[config.mk]
export PLATFORM = sky130hd
export DESIGN_NAME = tvab_queue
export DESIGN_NICKNAME = d
export VERILOG_FILES = /design/src/rtl/core/tvab_pkg.sv /design/src/rtl/core/tvab_queue.sv
export SDC_FILE = /design/constraint.sdc
export NUM_CORES = 1
export LEC_CHECK = 0
export ABC_AREA = 1
export BUFFER_PORTS_ARGS = -buffer_cell sky130_fd_sc_hd__clkbuf_2
export CORE_UTILIZATION = 33
export DETAILED_ROUTE_END_ITERATION = 10
export MAX_ROUTING_LAYER = met4
export PLACE_DENSITY = 0.57
export SLEW_MARGIN = 40
export SYNTH_ARGS = -nofsm -noshare
export SYNTH_HDL_FRONTEND = slang
export SYNTH_SLANG_ARGS = --single-unit
[constraint.sdc]
create_clock -name clock -period 10.8 [get_ports clock]
set_input_delay 2.16 -clock clock [delete_from_list [all_inputs] [get_ports clock]]
set_output_delay 2.16 -clock clock [all_outputs]
set_load 0.01 [all_outputs]
[src/rtl/core/tvab_pkg.sv]
// Shared types and constants of the transformed-vertex bounding box block.
package tvab_pkg;

   localparam int COORD_BITS = 32;
   localparam int FRAC_BITS  = 16;
   localparam int COEF_BITS  = 32;

   localparam int PROD_BITS = COEF_BITS + COORD_BITS;
   localparam int SUM_BITS  = PROD_BITS + 2;

   localparam int IN_TDATA_BITS  = ((3 * COORD_BITS + 7) / 8) * 8;
   localparam int OUT_TDATA_BITS = ((6 * COORD_BITS + 7) / 8) * 8;

   localparam int CSR_COUNT     = 6;
   localparam int CSR_DATA_BITS = 2 * COEF_BITS;
   localparam int CSR_IDX_BITS  = 3;
   localparam int CSR_ADDR_BITS = CSR_IDX_BITS + 3;

   localparam int Q_DEPTH    = 8;
   localparam int Q_PTR_BITS = 3;
   localparam int Q_CNT_BITS = 4;

   localparam logic [COORD_BITS-1:0] COORD_MAX = {1'b0, {(COORD_BITS-1){1'b1}}};
   localparam logic [COORD_BITS-1:0] COORD_MIN = {1'b1, {(COORD_BITS-1){1'b0}}};

   localparam logic [COEF_BITS-1:0] COEF_ONE  = COEF_BITS'(1) << FRAC_BITS;
   localparam logic [COEF_BITS-1:0] COEF_ZERO = '0;

   // row2_cols23, row2_cols01, row1_cols23, row1_cols01, row0_cols23, row0_cols01
   localparam logic [CSR_COUNT-1:0][CSR_DATA_BITS-1:0] CSR_RESET = {
      {COEF_ZERO, COEF_ONE},  {COEF_ZERO, COEF_ZERO},
      {COEF_ZERO, COEF_ZERO}, {COEF_ONE, COEF_ZERO},
      {COEF_ZERO, COEF_ZERO}, {COEF_ZERO, COEF_ONE}
   };

   // [row][column], column 3 is the translation
   typedef logic [2:0][3:0][COEF_BITS-1:0] coef_mat_type;

   typedef struct packed {
      logic                   last;
      logic [COORD_BITS-1:0]  z;
      logic [COORD_BITS-1:0]  y;
      logic [COORD_BITS-1:0]  x;
   } vtx_type;

   typedef struct packed {
      logic    valid;
      vtx_type data;
   } q_push_type;

   typedef struct packed {
      logic                  empty;
      logic [Q_CNT_BITS-1:0] count;
   } q_stat_type;

   typedef struct packed {
      logic [COORD_BITS-1:0] max_z;
      logic [COORD_BITS-1:0] max_y;
      logic [COORD_BITS-1:0] max_x;
      logic [COORD_BITS-1:0] min_z;
      logic [COORD_BITS-1:0] min_y;
      logic [COORD_BITS-1:0] min_x;
   } box_type;

endpackage

[src/rtl/core/tvab_queue.sv]
// Short queue of transformed vertices between the transform pipe and the accumulator.
module tvab_queue (
   input  logic                   clock,
   input  logic                   reset,
   input  tvab_pkg::q_push_type   push,
   input  logic                   pop,
   output tvab_pkg::vtx_type      head,
   output tvab_pkg::q_stat_type   stat
);
   import tvab_pkg::*;

   vtx_type               mem_ff [Q_DEPTH];
   logic [Q_PTR_BITS-1:0] wr_ptr_ff, wr_ptr_in;
   logic [Q_PTR_BITS-1:0] rd_ptr_ff, rd_ptr_in;
   logic [Q_CNT_BITS-1:0] count_ff, count_in;

   assign head       = mem_ff[rd_ptr_ff];
   assign stat.count = count_ff;
   assign stat.empty = (count_ff == '0);

   always_comb begin
      wr_ptr_in = wr_ptr_ff + Q_PTR_BITS'(push.valid);
      rd_ptr_in = rd_ptr_ff + Q_PTR_BITS'(pop);
      count_in  = count_ff + Q_CNT_BITS'(push.valid) - Q_CNT_BITS'(pop);
   end

   always_ff @(posedge clock) begin
      if (reset) begin
         wr_ptr_ff <= '0;
         rd_ptr_ff <= '0;
         count_ff  <= '0;
      end else begin
         wr_ptr_ff <= wr_ptr_in;
         rd_ptr_ff <= rd_ptr_in;
         count_ff  <= count_in;
      end
      if (push.valid) begin
         mem_ff[wr_ptr_ff] <= push.data;
      end
   end

endmodule

Word-level counts from Yosys, hierarchy flattened

Memories as Yosys holds them, arrays and structs flattened. A register that Yosys moved wholly into a read port is not among the register bits.
Index checks and enable logic that the tools add are counted.

Bits in registers: 10
RAM bits: 776
Output and inout port bits: 102
Memories kept: 1

Add/sub/neg operators: 4
Muxes and demuxes: 3
Reduce and logical (&&, ||, !) cells: 1

Memory list:

| name   | depth | bits a word | read ports | clocked after memory_dff | wr ports | RTL line         | source |
|---|---|---|---|---|---|---|---|
| mem_ff | 8     | 97          | 1          | 1                        | 1        | tvab_queue.sv:12 | `vtx_type mem_ff [Q_DEPTH];` |

Operators by type and width:

| kind                                        | number |
|---|---|
| 3-bit by 1-bit adder with 3-bit output      | 2 |
| 4-bit by 1-bit adder with 4-bit output      | 1 |
| 4-bit logical NOT                           | 1 |
| 4-bit by 1-bit subtractor with 4-bit output | 1 |
| 3-bit two-way mux                           | 1 |
| 1-bit two-way mux                           | 2 |

Longest topological paths before layout

Word-level depth: 2
Gate-level depth with buffers: 8
Gate-level depth less buffers: 8

Worst setup path after synthesis

OpenSTA, ideal clock, no wires.

Path type: in2reg
Start: input port push[97] (netlist bit)
End: memory mem_ff[1][0] (netlist bit) (enable)
Data arrival time: 6.310 ns
Data required time: 10.246 ns
Slack: 3.935 ns
Cell stages on the path: 2
Path buffers: 0
Cell sequence: nand2_1 -> nor2_1

Longest elaborated chain between the ends: 2

Ends and longest elaborated chain:

| item                                    | RTL line         | source |
|---|---|---|
| from (decl)                             | tvab_queue.sv:5  | `input tvab_pkg::q_push_type push,` |
| 1-bit two-way mux                       | tvab_queue.sv:37 | `if (push.valid) begin` |
| 1-bit two-way mux (implied by the code) | tvab_queue.sv:38 | `mem_ff[wr_ptr_ff] <= push.data;` |
| to (decl)                               | tvab_queue.sv:12 |  |

Every way passes these cells.

==> results.sh <==
export IMPL_slew_headroom_pct=42.6
export IMPL_dpl_cell_area_um2=36600
export IMPL_postCtsHoldBufs=0
export IMPL_cts_resized_gates=0
export IMPL_die_area_um2=105000
export IMPL_hold_viol=0
export IMPL_io_buffers=202
export IMPL_place_hpwl_um=40600
export IMPL_r2r_cells=4
export IMPL_core_area_um2=102000
export IMPL_min_period_over_period_pct=56.8
export IMPL_syn_avg_cell_area_um2=9.98
export IMPL_grt_pass1_wl_um=123000
export IMPL_grt_max_degree=165
export IMPL_ys_ff_latch=786
export IMPL_crit_end="head[89]"
export IMPL_startpoint_type="register"
export IMPL_fin_util_pct=38.6
export IMPL_fp_dieH_um=324
export IMPL_worst_pin_slew_ns=0.862
export IMPL_seq_power_share_pct=48.7
export IMPL_clock_latency_ns=0.66
export IMPL_grt_pass1_vias=20800
export IMPL_whs_ns=0.573
export IMPL_ys_seq_area_share_pct=68.8
export IMPL_cap_viol_max_count=0
export IMPL_setup_ws_ns=4.67
export IMPL_grtUsageMet3_pct=3.12
export IMPL_layout_commonest_cell="nand2_1"
export IMPL_r2r_end="mem_ff[5][79]$_DFFE_PP_"
export IMPL_area_growth_pct=15.5
export IMPL_setup_viol=0
export IMPL_fillCellCount=10000
export IMPL_worst_hold_path_type="register to register"
export IMPL_grt_busiest_layer="met2"
export IMPL_critPathCaptureType="primary output"
export IMPL_cts_sinks=786
export IMPL_design_area_um2=39500
export IMPL_setup_tns_final_ns=0
export IMPL_p_sw_share_pct=24.6
export IMPL_grtUsageMet1_pct=20.9
export IMPL_ant_nets=0
export IMPL_wire_per_inst_um=16.1
export IMPL_cts_tree="yes"
export IMPL_p_leak_uw=0.0179
export IMPL_io_pin_count=203
export IMPL_multi_input_area_um2=7020
export IMPL_syn_nets=3535
export IMPL_antenna_found_initial=10
export IMPL_fp_dieW_um=324
export IMPL_root_buffer="clkbuf_16"
export IMPL_worstPathArrival_ns=3.97
export IMPL_maxSlewViolCount=0
export IMPL_cts_buffers=89
export IMPL_clockBufferDepth=3
export IMPL_postCtsSetupBuffers=0
export IMPL_comb_power_share_pct=10.3
export IMPL_reg2reg_slack_ns=7.72
export IMPL_seq_area_um2=23500
export IMPL_cp_max_fo=164
export IMPL_postSynthCellCount=3424
export IMPL_grt_met2_usage_pct=25.8
export IMPL_dr_pass1_iters=6
export IMPL_h_tree_depth=3
export IMPL_worstSetupPathType="register to primary output"
export IMPL_vias=21800
export IMPL_vias_per_cell=4.31
export IMPL_yosys_warnings=0
export IMPL_path_clk_slew_ns=0.06
export IMPL_p_per_area_nw_per_um2=180
export IMPL_initial_core_util_pct=33.4
export IMPL_p_sw_uw=1750
export IMPL_first_iter_violations=1366
export IMPL_drt_wl_total_um=81300
export IMPL_final_net_count=3711
export IMPL_place_ws_ns=5.17
export IMPL_startpoint="rd_ptr_ff[0]$_SDFF_PP0_"
export IMPL_post_route_min_period_ns=6.13
export IMPL_drc=0
export IMPL_synth_area_um2=34200
export IMPL_worstPathRequired_ns=8.64
export IMPL_track_usage_pct=16.1
export IMPL_p_clk_share_pct=41.0
export IMPL_fmax_mhz=163
export IMPL_gp_congestion=0.720
export IMPL_ys_types=16
export IMPL_peakVddDrop_v=0.000129
export IMPL_rows=117
export IMPL_mostFrequentLayoutCells="nand2_1, inv_1, edfxtp_1, nand3_1, clkbuf_2"
export IMPL_power_internal_uw=5360
export IMPL_drive_gt1_share_pct=10.2
export IMPL_r2r_start="wr_ptr_ff[0]$_SDFF_PP0_"
export IMPL_overflow=0
export IMPL_status="completed"
export IMPL_clock_skew_ns=0.0206
export IMPL_grt_setup_unrepaired="no"
metrics by stage:
| stage | std cells | total power (uW) |
|---|---|---|
| 2_1_floorplan | 3424 | 3990 |
| 3_3_place_gp | 4872 | 4260 |
| 3_5_place_dp | 4876 | 4270 |
| 4_1_cts | 5038 | 7200 |
| 5_1_grt | 5049 | 7410 |
| 6_report | 5050 | 7100 |
synthesized netlist by cell type:
master	number	area, um2
inv_1	792	2970
buf_4	5	37.5
nor2_1	19	71.3
dfxtp_1	10	200
buf_1	12	45.0
xnor2_1	2	17.5
nand3_1	390	1950
nand2_1	1269	4760
buf_2	116	581
edfxtp_1	776	23300
clkbuf_1	17	63.8
xor2_1	1	8.76
fa_1	1	20.0
a21oi_1	2	10.0
ha_1	9	113
inv_2	3	11.3
layout make-up:
type,count,area share [%]
repair buffers,235,3.52
clock inverters,52,1.21
multi-input cells,1693,17.8
well taps,1368,4.34
clock buffers,110,5.90
inverters,795,7.63
diodes,11,0.0697
flip-flops and latches,786,59.6
power groups by stage:
stage               Clock, uW  Sequential [uW]  Combinational [uW]
global placement            0             3540                 721
CTS                      2990             3470                 741
detailed placement          0             3530                 737
floorplan                   0             3530                 462
finish                   2910             3460                 732
global route             3100             3470                 835
sequential cells by signal, indices dropped and copies added, names as in the netlist:
register / cells
count_ff: 4
mem_ff: 776
rd_ptr_ff: 3
wr_ptr_ff: 3
how the worst min path moves through the flow:
stage / start / endpoint / slack, ns / cells after the start
final: wr_ptr_ff[2]$_SDFF_PP0_ / wr_ptr_ff[2]$_SDFF_PP0_ / 0.57 / 2
after global routing: wr_ptr_ff[2]$_SDFF_PP0_ / wr_ptr_ff[2]$_SDFF_PP0_ / 0.60 / 2
after CTS: wr_ptr_ff[2]$_SDFF_PP0_ / wr_ptr_ff[2]$_SDFF_PP0_ / 0.57 / 2
after detailed placement: wr_ptr_ff[2]$_SDFF_PP0_ / wr_ptr_ff[2]$_SDFF_PP0_ / 0.57 / 2
after global placement: wr_ptr_ff[2]$_SDFF_PP0_ / wr_ptr_ff[2]$_SDFF_PP0_ / 0.56 / 2
after floorplan: wr_ptr_ff[2]$_SDFF_PP0_ / wr_ptr_ff[2]$_SDFF_PP0_ / 0.53 / 2
cell families after synthesis:
group | count (synthesis) | synth area share, %
and+or+nand+nor | 1678 | 19.9
buffers and inverters | 945 | 10.9
DFF | 786 | 68.8
adders and majority gates | 10 | 0.388
xor gates and xnor gates | 3 | 0.0769
AOI/OAI and AO/OA | 2 | 0.0293
routing by layer:
metal,routed length [um],part of all wire (%),vias to the layer above
met4,1430,1.8,0
met2,38100,47,432
met5,0,0,-
li1,-,-,11000
met3,4170,5.1,107
met1,37600,46,10200
worst max-delay path, cell delays in order, from the launching register on:
cell and delay, ns:
dfxtp_4 0.43, buf_12 0.22, inv_12 0.53, buf_4 0.64
buf_4 0.74, nand2_1 0.18, nand3_1 0.14, nand2_1 0.07
nand2_1 0.06, nand2_1 0.10, clkbuf_2 0.14
(Power assumes the default switching activity.)
