$ cat config.mk
export PLATFORM = sky130hd
export DESIGN_NAME = tvab_csr
export DESIGN_NICKNAME = d
export VERILOG_FILES = /design/src/rtl/core/tvab_pkg.sv /design/src/rtl/core/tvab_csr.sv
export SDC_FILE = /design/constraint.sdc
export NUM_CORES = 1
export LEC_CHECK = 0
export BUFFER_PORTS_ARGS = -buffer_cell sky130_fd_sc_hd__buf_4
export CORE_ASPECT_RATIO = 0.6
export CORE_MARGIN = 10
export CORE_UTILIZATION = 45
export DETAILED_ROUTE_END_ITERATION = 8
export HOLD_SLACK_MARGIN = 0.06
export PLACE_DENSITY = 0.8
export SETUP_SLACK_MARGIN = 0.2
export SLEW_MARGIN = 20
export SYNTH_ARGS = -nofsm -noshare
export SYNTH_HDL_FRONTEND = slang
export SYNTH_SLANG_ARGS = --single-unit
$ cat constraint.sdc
create_clock -name clock -period 1.6 [get_ports clock]
set_input_delay 0 -clock clock [delete_from_list [all_inputs] [get_ports clock]]
set_output_delay 0 -clock clock [all_outputs]
set_load 0.01 [all_outputs]
$ cat src/rtl/core/tvab_pkg.sv
// Shared types and constants of the transformed-vertex bounding box block.
package tvab_pkg;

   localparam int COORD_BITS = 32;
   localparam int FRAC_BITS  = 16;
   localparam int COEF_BITS  = 32;

   localparam int PROD_BITS = COEF_BITS + COORD_BITS;
   localparam int SUM_BITS  = PROD_BITS + 2;

   localparam int IN_TDATA_BITS  = ((3 * COORD_BITS + 7) / 8) * 8;
   localparam int OUT_TDATA_BITS = ((6 * COORD_BITS + 7) / 8) * 8;

   localparam int CSR_COUNT     = 6;
   localparam int CSR_DATA_BITS = 2 * COEF_BITS;
   localparam int CSR_IDX_BITS  = 3;
   localparam int CSR_ADDR_BITS = CSR_IDX_BITS + 3;

   localparam int Q_DEPTH    = 8;
   localparam int Q_PTR_BITS = 3;
   localparam int Q_CNT_BITS = 4;

   localparam logic [COORD_BITS-1:0] COORD_MAX = {1'b0, {(COORD_BITS-1){1'b1}}};
   localparam logic [COORD_BITS-1:0] COORD_MIN = {1'b1, {(COORD_BITS-1){1'b0}}};

   localparam logic [COEF_BITS-1:0] COEF_ONE  = COEF_BITS'(1) << FRAC_BITS;
   localparam logic [COEF_BITS-1:0] COEF_ZERO = '0;

   // row2_cols23, row2_cols01, row1_cols23, row1_cols01, row0_cols23, row0_cols01
   localparam logic [CSR_COUNT-1:0][CSR_DATA_BITS-1:0] CSR_RESET = {
      {COEF_ZERO, COEF_ONE},  {COEF_ZERO, COEF_ZERO},
      {COEF_ZERO, COEF_ZERO}, {COEF_ONE, COEF_ZERO},
      {COEF_ZERO, COEF_ZERO}, {COEF_ZERO, COEF_ONE}
   };

   // [row][column], column 3 is the translation
   typedef logic [2:0][3:0][COEF_BITS-1:0] coef_mat_type;

   typedef struct packed {
      logic                   last;
      logic [COORD_BITS-1:0]  z;
      logic [COORD_BITS-1:0]  y;
      logic [COORD_BITS-1:0]  x;
   } vtx_type;

   typedef struct packed {
      logic    valid;
      vtx_type data;
   } q_push_type;

   typedef struct packed {
      logic                  empty;
      logic [Q_CNT_BITS-1:0] count;
   } q_stat_type;

   typedef struct packed {
      logic [COORD_BITS-1:0] max_z;
      logic [COORD_BITS-1:0] max_y;
      logic [COORD_BITS-1:0] max_x;
      logic [COORD_BITS-1:0] min_z;
      logic [COORD_BITS-1:0] min_y;
      logic [COORD_BITS-1:0] min_x;
   } box_type;

endpackage

$ cat src/rtl/core/tvab_csr.sv
// Matrix coefficient registers behind the configuration port.
module tvab_csr (
   input  logic                                clock,
   input  logic                                reset,
   input  logic                                csr_psel,
   input  logic                                csr_penable,
   input  logic                                csr_pwrite,
   input  logic [tvab_pkg::CSR_ADDR_BITS-1:0]  csr_paddr,
   input  logic [tvab_pkg::CSR_DATA_BITS-1:0]  csr_pwdata,
   output logic [tvab_pkg::CSR_DATA_BITS-1:0]  csr_prdata,
   output logic                                csr_pready,
   output tvab_pkg::coef_mat_type              coef
);
   import tvab_pkg::*;

   logic [CSR_COUNT-1:0][CSR_DATA_BITS-1:0] cfg_ff;
   logic [CSR_COUNT-1:0][CSR_DATA_BITS-1:0] cfg_in;
   logic [CSR_IDX_BITS-1:0]                 idx;
   logic                                    wr_en;

   assign csr_pready = 1'b1;
   assign idx   = csr_paddr[CSR_ADDR_BITS-1:CSR_ADDR_BITS-CSR_IDX_BITS];
   assign wr_en = csr_psel & csr_penable & csr_pwrite & csr_pready;

   always_comb begin
      cfg_in     = cfg_ff;
      csr_prdata = '0;
      for (int i = 0; i < CSR_COUNT; i++) begin
         if (idx == CSR_IDX_BITS'(i)) begin
            csr_prdata = cfg_ff[i];
            if (wr_en) begin
               cfg_in[i] = csr_pwdata;
            end
         end
      end
   end

   always_comb begin
      for (int r = 0; r < 3; r++) begin
         coef[r][0] = cfg_ff[2*r][COEF_BITS-1:0];
         coef[r][1] = cfg_ff[2*r][CSR_DATA_BITS-1:COEF_BITS];
         coef[r][2] = cfg_ff[2*r+1][COEF_BITS-1:0];
         coef[r][3] = cfg_ff[2*r+1][CSR_DATA_BITS-1:COEF_BITS];
      end
   end

   always_ff @(posedge clock) begin
      if (reset) begin
         cfg_ff <= CSR_RESET;
      end else begin
         cfg_ff <= cfg_in;
      end
   end

endmodule

Yosys cells after proc, flatten, opt, wreduce, memory -nomap -nowiden
Index checks and enable logic that the tools add are counted.
{"block": "word_totals", "output_inout_bits": 449, "register_bits": 384, "wordCells": 26, "input_bits": 75}
{"block": "classes", "n_bitwise": 2, "eq_ne": 5, "mux": 6, "n_reduce_logical": 7}
{"op": "2-to-1 mux 64 bit", "count": 6}
{"op": "AND reduction 2 bit", "count": 6}
{"op": "== test 3 x 2 -> 1 bit, second input constant", "count": 2}
{"op": "== test 3 bit, second input constant", "count": 2}
{"op": "== test 3 x 1 -> 1 bit, second input constant", "count": 1}
{"op": "zero test 3 bit", "count": 1}
{"op": "AND 1 bit", "count": 2}

Logic depth before layout (Yosys ltp)
Gate-level depths: netlist of run 1.
{"block": "logic_depth", "word_depth": 7, "mapped_depth": 7}

Worst setup path after synthesis of run 1
Ideal clock, no wire load.
{"block": "synth_timing", "path_kind": "input port to flip-flop", "startpoint": "in csr_paddr[4] (netlist name)", "endpoint": "reg cfg_ff (netlist bit coef[131])", "path_stages": 7, "t_arrival_ns": 1.046, "t_required_ns": 1.528, "setup_ns": 0.072, "setup_slack_ns": 0.482, "cell_sequence": "buf_4 > buf_4 > buf_2 > nand3b_1 > buf_4 > buf_4 > mux2i_1"}
{"block": "synth_between", "elab_chain_cells": 2}
{"element": "start, declared", "line_no": "tvab_csr.sv:8", "rtl": "input logic [tvab_pkg::CSR_ADDR_BITS-1:0] csr_paddr,"}
{"element": "== test 3 x 2 -> 1 bit", "line_no": "tvab_csr.sv:29", "rtl": "if (idx == CSR_IDX_BITS'(i)) begin"}
{"element": "AND reduction 2 bit (no line)"}
{"element": "end signal, assigned", "line_no": "tvab_csr.sv:51", "rtl": "cfg_ff <= cfg_in;"}
{"element": "end, declared", "line_no": "tvab_csr.sv:16", "rtl": "logic [CSR_COUNT-1:0][CSR_DATA_BITS-1:0] cfg_ff;"}
No other way between the ends.
A chain may end at the register's enable or synchronous reset.

Final worst setup path of run 1
{"block": "layout_timing", "startpoint": "reg cfg_ff (netlist bit coef[284])", "endpoint": "out csr_prdata[28] (netlist name)"}
{"block": "layout_between", "elab_chain_cells": 2}
{"element": "2-to-1 mux 64 bit (2 in series)", "line_no": "tvab_csr.sv:29"}
{"element": "end, declared", "line_no": "tvab_csr.sv:10", "rtl": "output logic [tvab_pkg::CSR_DATA_BITS-1:0] csr_prdata,"}
No other way between the ends.

==> impl_metrics.ini, run 1 <==
[worst_setup_path]
end_kind = output pin
reg2reg_to = coef[59]$_SDFFE_PP0P_
worst-endpoint-arrival_ns = 1.80
crit_fanout = 2
required_ns = 1.60
critPathLaunchType = flip-flop
r2r_start = coef[59]$_SDFFE_PP0P_
critical_path_class = reg2out
reg2reg_depth = 4
ff2ff_setup_slack_ns = 0.76

[sta]
max_freq_ghz = 0.555
grt_setup_unrepaired = true
setup_slack_ns = -0.203
min_period_ns = 1.80
slew_headroom = 0.370
hold_violations = 0
final_max_slew_viol_count = 0
period_share = 1.13
finalClockSkew_ns = 0
setup_viol = 53
worst_slew_pin_slew_ns = 0.946

[yosys]
yosys_warnings = 0
yosysSeqAreaShare = 0.403
synthTopCellsByArea = dfxtp_1, mux2i_1, nand2b_1
syn-cell-area_um2 = 19100
synth_nets = 2007
yosys_register_bits = 384
synthCells = 1932
yosys.area.top_type = dfxtp_1
synth.distinct_cells = 34
yosysTopAreaCellShare = 0.403
synth_edf_count = 0
synthArstFlopShare = 0
ys.flop_type = dfxtp_1
avgSynthCellArea_um2 = 9.87

[final_layout]
area_delta_synth_final_pct = 41.9
drive_gt1_frac = 0.364
largest_reg_flops = 384
final_nets = 2620
post-route-util = 0.646

[die]
die_w_um = 286
rows = 58
dieArea_um2 = 51300
die_h_um = 179
fp.coreArea_um2 = 41900
num_io_pins = 524
initial_utilization = 0.455

[global_route]
grt_pass1_wl_mm = 110
use_met3 = 0.0555
use_met1 = 0.321
grt_pass1_vias = 18000
gr-total-overflow = 0
grt-busiest-layer = met2
antenna_found_initial = 2
grt_max_degree = 79
grt_use_total = 0.264
grt_util_met2 = 0.446

[route]
num_vias = 17700
ant_nets = 0
drc = 0
drt-total-wl_mm = 72.3
detail_route.vias_per_cell = 5.61
first_pass_iters = 6
drtIter0Drc = 1503
wl_per_cell_um = 23.0

[clocking]
h-tree-depth = 2
cts_buffer_depth = 3
cts_made_buffers = 39
clock_sinks = 384
cts_tree = built
cts.clk_slew.worst_paths_ns = 0.07
cts-root-buf = clkbuf_16
clk_latency_ns = 0.52

[power]
power_frac_clock = 0.459
pwr-share-comb = 0.101
power.density_nw_per_um2 = 813
vdd_drop_max_uv = 759
swShare = 0.238
power_switching_mw = 5.23
seq_power_share = 0.440
power_mw = 22.0
leakagePower_nw = 13.0
internal-power_mw = 16.8

[hold_path]
hp-start = csr_paddr[4]
holdPathEnd = coef[80]$_SDFFE_PP0P_
min_path_cells = 5
hold_class = in2reg

[status]
run_status = finished, violations left
violations = setup timing

[placed_design]
place.gp.congestion = 0.908
dp_hpwl_mm = 48.1
place.port_buffers = 519

[job]
maxCapViolations = 0
## how the worst max path moves through the flow
stage	start	cells past startpoint	slack (ns)	end
2_1_floorplan	csr_paddr[4]	7	0.48	coef[131]$_SDFFE_PP0P_
3_5_place_dp	csr_paddr[3]	6	0.06	coef[190]$_SDFFE_PP0P_
3_3_place_gp	csr_paddr[5]	7	0.10	csr_prdata[24]
6_report	coef[284]$_SDFFE_PP0P_	4	-0.20	csr_prdata[28]
5_1_grt	coef[23]$_SDFFE_PP0P_	4	-0.26	csr_prdata[23]
4_1_cts	coef[23]$_SDFFE_PP0P_	4	-0.22	csr_prdata[23]
## worst max-delay path, stage by stage, from the launching register on
cell	delay (ns)
dfxtp_2	0.33
or4bb_1	0.40
o211ai_1	0.22
a22o_1	0.22
buf_6	0.11
## cell usage after synthesis, types with 39 or more instances
library cell  number
buf_2             47
or3b_2            62
inv_1             63
o221ai_1          63
mux2i_1          384
clkbuf_1          97
a22o_1            63
o211ai_1          63
dfxtp_1          384
nand2b_1         445
nand2_1           64
a21oi_1           63
or4bb_1           39
## power groups by stage
stage	logic (mW)	registers, mW	clock network (mW)
2_1_floorplan	1.09	9.92	0
3_3_place_gp	1.91	9.91	0
3_5_place_dp	1.94	9.91	0
4_1_cts	2.18	9.69	10.2
5_1_grt	2.34	9.69	10.6
6_report	2.22	9.69	10.1
## cell usage in the layout, fill, tap and decap left out, drive strengths merged, types with 11 or more instances in the layout
cell,n
a21oi,63
a22o,63
buf,694
clkbuf,49
clkinv,11
dfxtp,384
dlygate4sd3,65
inv,65
mux2i,384
nand2,67
nand2b,445
nand4bb,24
o211ai,63
o221ai,63
or3b,63
or4bb,39
## stage by stage
stage / cells / setup slack, ns / instance area [um^2] / hold WS [ns] / setup TNS, ns
final: 3145 / -0.203 / 27100 / 0.147 / -3.47
after global routing: 3145 / -0.263 / 27100 / 0.160 / -7.28
after CTS: 3137 / -0.218 / 27000 / 0.131 / -4.28
after detailed placement: 2902 / 0.0603 / 23700 / 0.286 / 0
after global placement: 2902 / 0.105 / 23700 / 0.280 / 0
after floorplan: 1932 / 0.482 / 19100 / 0.161 / 0
## per-layer routing
| layer | up-vias | part of all wire |
|---|---|---|
| met3 | 187 | 0.067 |
| met2 | 758 | 0.48 |
| met4 | 0 | 0.047 |
| li1 | 7977 | - |
| met1 | 8734 | 0.41 |
| met5 | - | 0 |
## area by class of cell
class                           count  area, um^2
Inverter                           63         236
Fill cell                        3167       14800
Timing Repair Buffer              759        6500
Sequential cell                   384        7820
Antenna cell                        2        5.00
Clock inverter                     20         287
Tap cell                          570         713
Multi-Input combinational cell   1298       10400
Clock buffer                       49        1120
## kinds of logic (layout without fill, tap and decap cells)
family | count (synthesis) | count (layout) | share of synthesized area
mux | 384 | 384 | 0.202
flops | 384 | 384 | 0.403
compound gates | 256 | 256 | 0.101
simple gates | 657 | 657 | 0.232
buf+inv | 250 | 891 | 0.0626
other cells | 1 | 3 | 0.000197
## what timing repair did
| action | in CTS | in global routing |
|---|---|---|
| setup endpoints to repair | 64 | 64 |
| hold buffers | 65 | 0 |
| endpoints found under the hold margin | 384 | 0 |
| pin swaps | 110 | 44 |
| setup buffers | 101 | 6 |
| resized for setup | 227 | 2 |
No activity file was read; power rests on OpenSTA's default activity.
==> inputs of run 2 (changes only) <==
--- a/config.mk
+++ b/config.mk
@@ -8,10 +8,10 @@
 export BUFFER_PORTS_ARGS = -buffer_cell sky130_fd_sc_hd__buf_4
 export CORE_ASPECT_RATIO = 0.6
 export CORE_MARGIN = 10
-export CORE_UTILIZATION = 45
+export CORE_UTILIZATION = 50
 export DETAILED_ROUTE_END_ITERATION = 8
 export HOLD_SLACK_MARGIN = 0.06
-export PLACE_DENSITY = 0.8
+export PLACE_DENSITY = 0.87
 export SETUP_SLACK_MARGIN = 0.2
 export SLEW_MARGIN = 20
 export SYNTH_ARGS = -nofsm -noshare
==> constraint.sdc (replaced) <==
create_clock -name clock -period 1.6 [get_ports clock]
set_input_delay 0.32 -clock clock [delete_from_list [all_inputs] [get_ports clock]]
set_output_delay 0.32 -clock clock [all_outputs]
set_load 0.01 [all_outputs]
==> impl_metrics.ini, run 2 (synthesized netlist as in run 1, its figures left out) <==
[status]
run_status = finished, violations left
violations = setup timing

[placed_design]
place.port_buffers = 519
place_area_um2 = 24700
dp_hpwl_mm = 50.9
dp_slack_ns = -0.440
place.gp.congestion = 0.929
dp.cells = 2969

[worst_setup_path]
end_kind = output pin
critical_path_class = reg2out
reg2reg_depth = 6
cp_slowest_cell = or4bb_1
worst-endpoint-arrival_ns = 1.83
critPathTopFamily = simple AND/OR/NAND/NOR gates
crit_fanout = 2
path_depth = 4
critPathMaxStageDelay_ns = 0.42
path_cells = or4bb_1 > o211ai_1 > a22o_1 > buf_4
required_ns = 1.28
critPathLaunchType = flip-flop
critPathBufInv = 1

[final_layout]
largest_reg_flops = 384
final_cell_mix = buf_4, nand2b_1, mux2i_1
drive_gt1_frac = 0.483
area_delta_synth_final_pct = 49.8
final_area_um2 = 28600
multi_input_area_um2 = 10400
fin_cells = 3152
final_nets = 2683
fill_cells = 2198
post-route-util = 0.759
final_common_cell = buf_4
seq_area_um2 = 8110

[sta]
period_share = 1.35
grt_setup_unrepaired = true
setup_viol = 67
finalClockSkew_ns = 0
hold_violations = 0
max_freq_ghz = 0.464
setup_slack_ns = -0.554
final_max_slew_viol_count = 0
min_period_ns = 2.15

[route]
drc = 0
drt-total-wl_mm = 80.6
detail_route.vias_per_cell = 6.05
first_pass_iters = 6
drtIter0Drc = 2235
ant_nets = 0
num_vias = 19100
wl_per_cell_um = 25.6

[hold_path]
hold_class = in2reg
min_path_cells = 3

[clocking]
clock_sinks = 384
cts-root-buf = clkbuf_16
clk_latency_ns = 0.53
cts_buffer_depth = 3
cts_tree = built
cts.clk_slew.worst_paths_ns = 0.07
h-tree-depth = 2
cts_made_buffers = 38

[power]
leakagePower_nw = 13.6
power.density_nw_per_um2 = 757
power_mw = 21.6
vdd_drop_max_uv = 661

[die]
rows = 55
num_io_pins = 524
initial_utilization = 0.506
fp.coreArea_um2 = 37600
die_w_um = 272
dieArea_um2 = 46600
die_h_um = 171

[global_route]
gr-total-overflow = 0
grt_use_total = 0.306
grt_max_degree = 77
grt_pass1_vias = 19100
antenna_found_initial = 4
grt_pass1_wl_mm = 114

[job]
maxCapViolations = 0
[run 2: stage by stage]
step / setup TNS [ns] / hold WS (ns)
final: -25.87 / 0.110
after global routing: -28.99 / 0.136
after CTS: -24.98 / 0.0903
after detailed placement: -104.31 / 0.478
after global placement: -96.44 / 0.470
after floorplan: -7.02 / 0.481
[run 2: final timing paths]
| check | startpoint | endpoint | slack [ns] |
|---|---|---|---|
| worst min-delay path | csr_pwdata[16] | coef[16]$_SDFFE_PP1P_ | 0.11 |
| worst max-delay path | coef[279]$_SDFFE_PP0P_ | csr_prdata[23] | -0.55 |
| worst max register to register | coef[271]$_SDFFE_PP0P_ | coef[271]$_SDFFE_PP0P_ | 0.53 |
| worst min register to register | coef[63]$_SDFFE_PP0P_ | coef[63]$_SDFFE_PP0P_ | 0.48 |
[run 2: metal layers]
metal	vias up	global-route usage	part of all wire
met3	354	0.0752	0.099
met5	-	0	0.00016
met1	9273	0.360	0.37
li1	8115	-	-
met2	1328	0.511	0.47
met4	2	0.166	0.060
[run 2: layout make-up]
cell class                 instances  area share
sequential                       384       0.284
inverter                          63     0.00828
clock inverter                    13     0.00543
timing repair buffer             823       0.276
multi-input combinational       1298       0.364
tap                              513      0.0225
clock buffer                      55      0.0401
antenna                            3    0.000263
[run 2: tightest hold or removal path: cells and delay by family]
kind / cells / cell delay [ns]
mux: 1 / 0.13
buf+inv: 1 / 0.10
simple gates: 1 / 0.06
[run 2: power by group]
group / internal, mW / switching, mW
clock: 5.48 / 4.08
combinational: 1.13 / 1.23
sequential: 9.62 / 0.0713
[run 2: what timing repair did]
action	in CTS	in global routing
gates cloned	1	2
buffers inserted	50	58
setup endpoints to repair	282	352
endpoints found under the hold margin	1	0
pin swaps	100	66
hold buffers	1	0
resized for setup	442	232
==> inputs of run 3 (changes only) <==
--- a/config.mk
+++ b/config.mk
@@ -9,6 +9,7 @@
 export CORE_ASPECT_RATIO = 0.6
 export CORE_MARGIN = 10
 export CORE_UTILIZATION = 50
+export CTS_BUF_LIST = sky130_fd_sc_hd__clkbuf_16
 export DETAILED_ROUTE_END_ITERATION = 8
 export HOLD_SLACK_MARGIN = 0.06
 export PLACE_DENSITY = 0.87
==> impl_metrics.ini, run 3 (synthesized netlist as in run 1, its figures left out) <==
[status]
run_status = finished, violations left
violations = setup timing

[hold_path]
hp-start = csr_pwdata[16]
hold_class = in2reg
min_path_cells = 3
holdPathEnd = coef[16]$_SDFFE_PP1P_

[worst_setup_path]
worst-endpoint-arrival_ns = 1.88
ff2ff_setup_slack_ns = 0.54
end_kind = output pin
path_cells = or4bb_1 > o211ai_1 > a22o_1 > buf_6
critPathTopFamily = simple AND/OR/NAND/NOR gates
critPathBufInv = 1
reg2reg_to = coef[271]$_SDFFE_PP0P_
critical_path_class = reg2out
crit_fanout = 2
required_ns = 1.28
reg2reg_depth = 6
cp_slowest_cell = or4bb_1
r2r_start = coef[271]$_SDFFE_PP0P_
critPathLaunchType = flip-flop
critPathMaxStageDelay_ns = 0.46

[sta]
grt_setup_unrepaired = true
tns_ns = -25.93
min_period_ns = 2.20
finalClockSkew_ns = 0
max_freq_ghz = 0.456
setup_viol = 67
setup_slack_ns = -0.595
hold_violations = 0
final_max_slew_viol_count = 0
period_share = 1.37

[clocking]
cts_buffer_depth = 3
h-tree-depth = 2
cts.clk_slew.worst_paths_ns = 0.07
cts_made_buffers = 38
clock_sinks = 384
clk_latency_ns = 0.53
cts_tree = built
cts-root-buf = clkbuf_16

[global_route]
gr-total-overflow = 0
grt_max_degree = 77
antenna_found_initial = 3
grt_use_total = 0.305
grt_pass1_wl_mm = 114
grt_pass1_vias = 19100

[final_layout]
area_delta_synth_final_pct = 49.1
final_common_cell = buf_4
final_area_um2 = 28400
seq_area_um2 = 8090
post-route-util = 0.755
final_cell_mix = buf_4, nand2b_1, mux2i_1
largest_reg_flops = 384
multi_input_area_um2 = 10400
drive_gt1_frac = 0.476
final_nets = 2679
fill_cells = 2217

[die]
die_w_um = 272
initial_utilization = 0.506
die_h_um = 171
rows = 55
num_io_pins = 524
dieArea_um2 = 46600
fp.coreArea_um2 = 37600

[route]
drtIter0Drc = 2098
drt-total-wl_mm = 79.2
num_vias = 18800
first_pass_iters = 6
detail_route.vias_per_cell = 5.96
drc = 0
wl_per_cell_um = 25.2
ant_nets = 0

[power]
vdd_drop_max_uv = 795
leakagePower_nw = 13.6
power.density_nw_per_um2 = 739
power_mw = 21.0

[placed_design]
place.gp.congestion = 0.929
dp_hpwl_mm = 50.9
place_area_um2 = 24700
place.port_buffers = 519

[job]
maxCapViolations = 0
run 3: changes by cell type in the layout (fill, tap and decap cells not counted), sizes merged:
cell	previous run	this run
clkbuf	58	42
clkinv	6	17
inv	64	69
buf	818	814
diode	3	4
run 3: how the worst max path moves through the flow:
stage,start,endpoint,slack [ns],depth (start not counted)
floorplan,csr_paddr[3],csr_prdata[10],-0.13,6
detailed placement,csr_paddr[5],csr_prdata[14],-0.44,6
finish,coef[273]$_SDFFE_PP0P_,csr_prdata[17],-0.60,4
global placement,csr_paddr[5],csr_prdata[1],-0.40,6
CTS,coef[279]$_SDFFE_PP0P_,csr_prdata[23],-0.49,4
global route,coef[273]$_SDFFE_PP0P_,csr_prdata[17],-0.61,4
run 3: what timing repair did:
item / 4_1_cts / 5_1_grt
gates resized for setup: 443 / 224
endpoints found under the hold margin: 1 / 0
setup buffers: 50 / 53
pin swaps: 100 / 70
hold buffers: 1 / 0
endpoints found under the setup margin: 280 / 345
gates cloned: 1 / 3
run 3: stage by stage:
step	instances	hold slack (ns)	worst slack (ns)
3_5_place_dp	2969	0.478	-0.440
5_1_grt	3148	0.124	-0.606
2_1_floorplan	1932	0.481	-0.132
4_1_cts	3089	0.0910	-0.488
6_report	3149	0.0912	-0.595
3_3_place_gp	2969	0.470	-0.402
run 3: metal layers:
metal,GRT usage,share of wire
met2,0.507,0.47
met4,0.171,0.060
met5,0,0
met1,0.357,0.38
met3,0.0785,0.092
run 3: tightest hold or removal path, cell delays in order:
cell and delay, ns:
buf_4 0.10, nor2_1 0.05, mux2i_1 0.11
run 3: cell type report:
class | instances | area share
tap | 513 | 0.0226
clock buffer | 39 | 0.0343
inverter | 63 | 0.00832
antenna | 4 | 0.000352
sequential | 384 | 0.285
clock inverter | 29 | 0.00757
timing repair buffer | 819 | 0.277
multi-input combinational | 1298 | 0.365
run 3: report_power, final:
part           leakage [nW]  switching, mW  total (mW)  internal (mW)
Sequential             3.25         0.0708        9.69           9.62
Clock                 0.596           4.04        8.96           4.92
Combinational          9.73           1.22        2.35           1.13
Total                  13.6           5.33        21.0           15.7
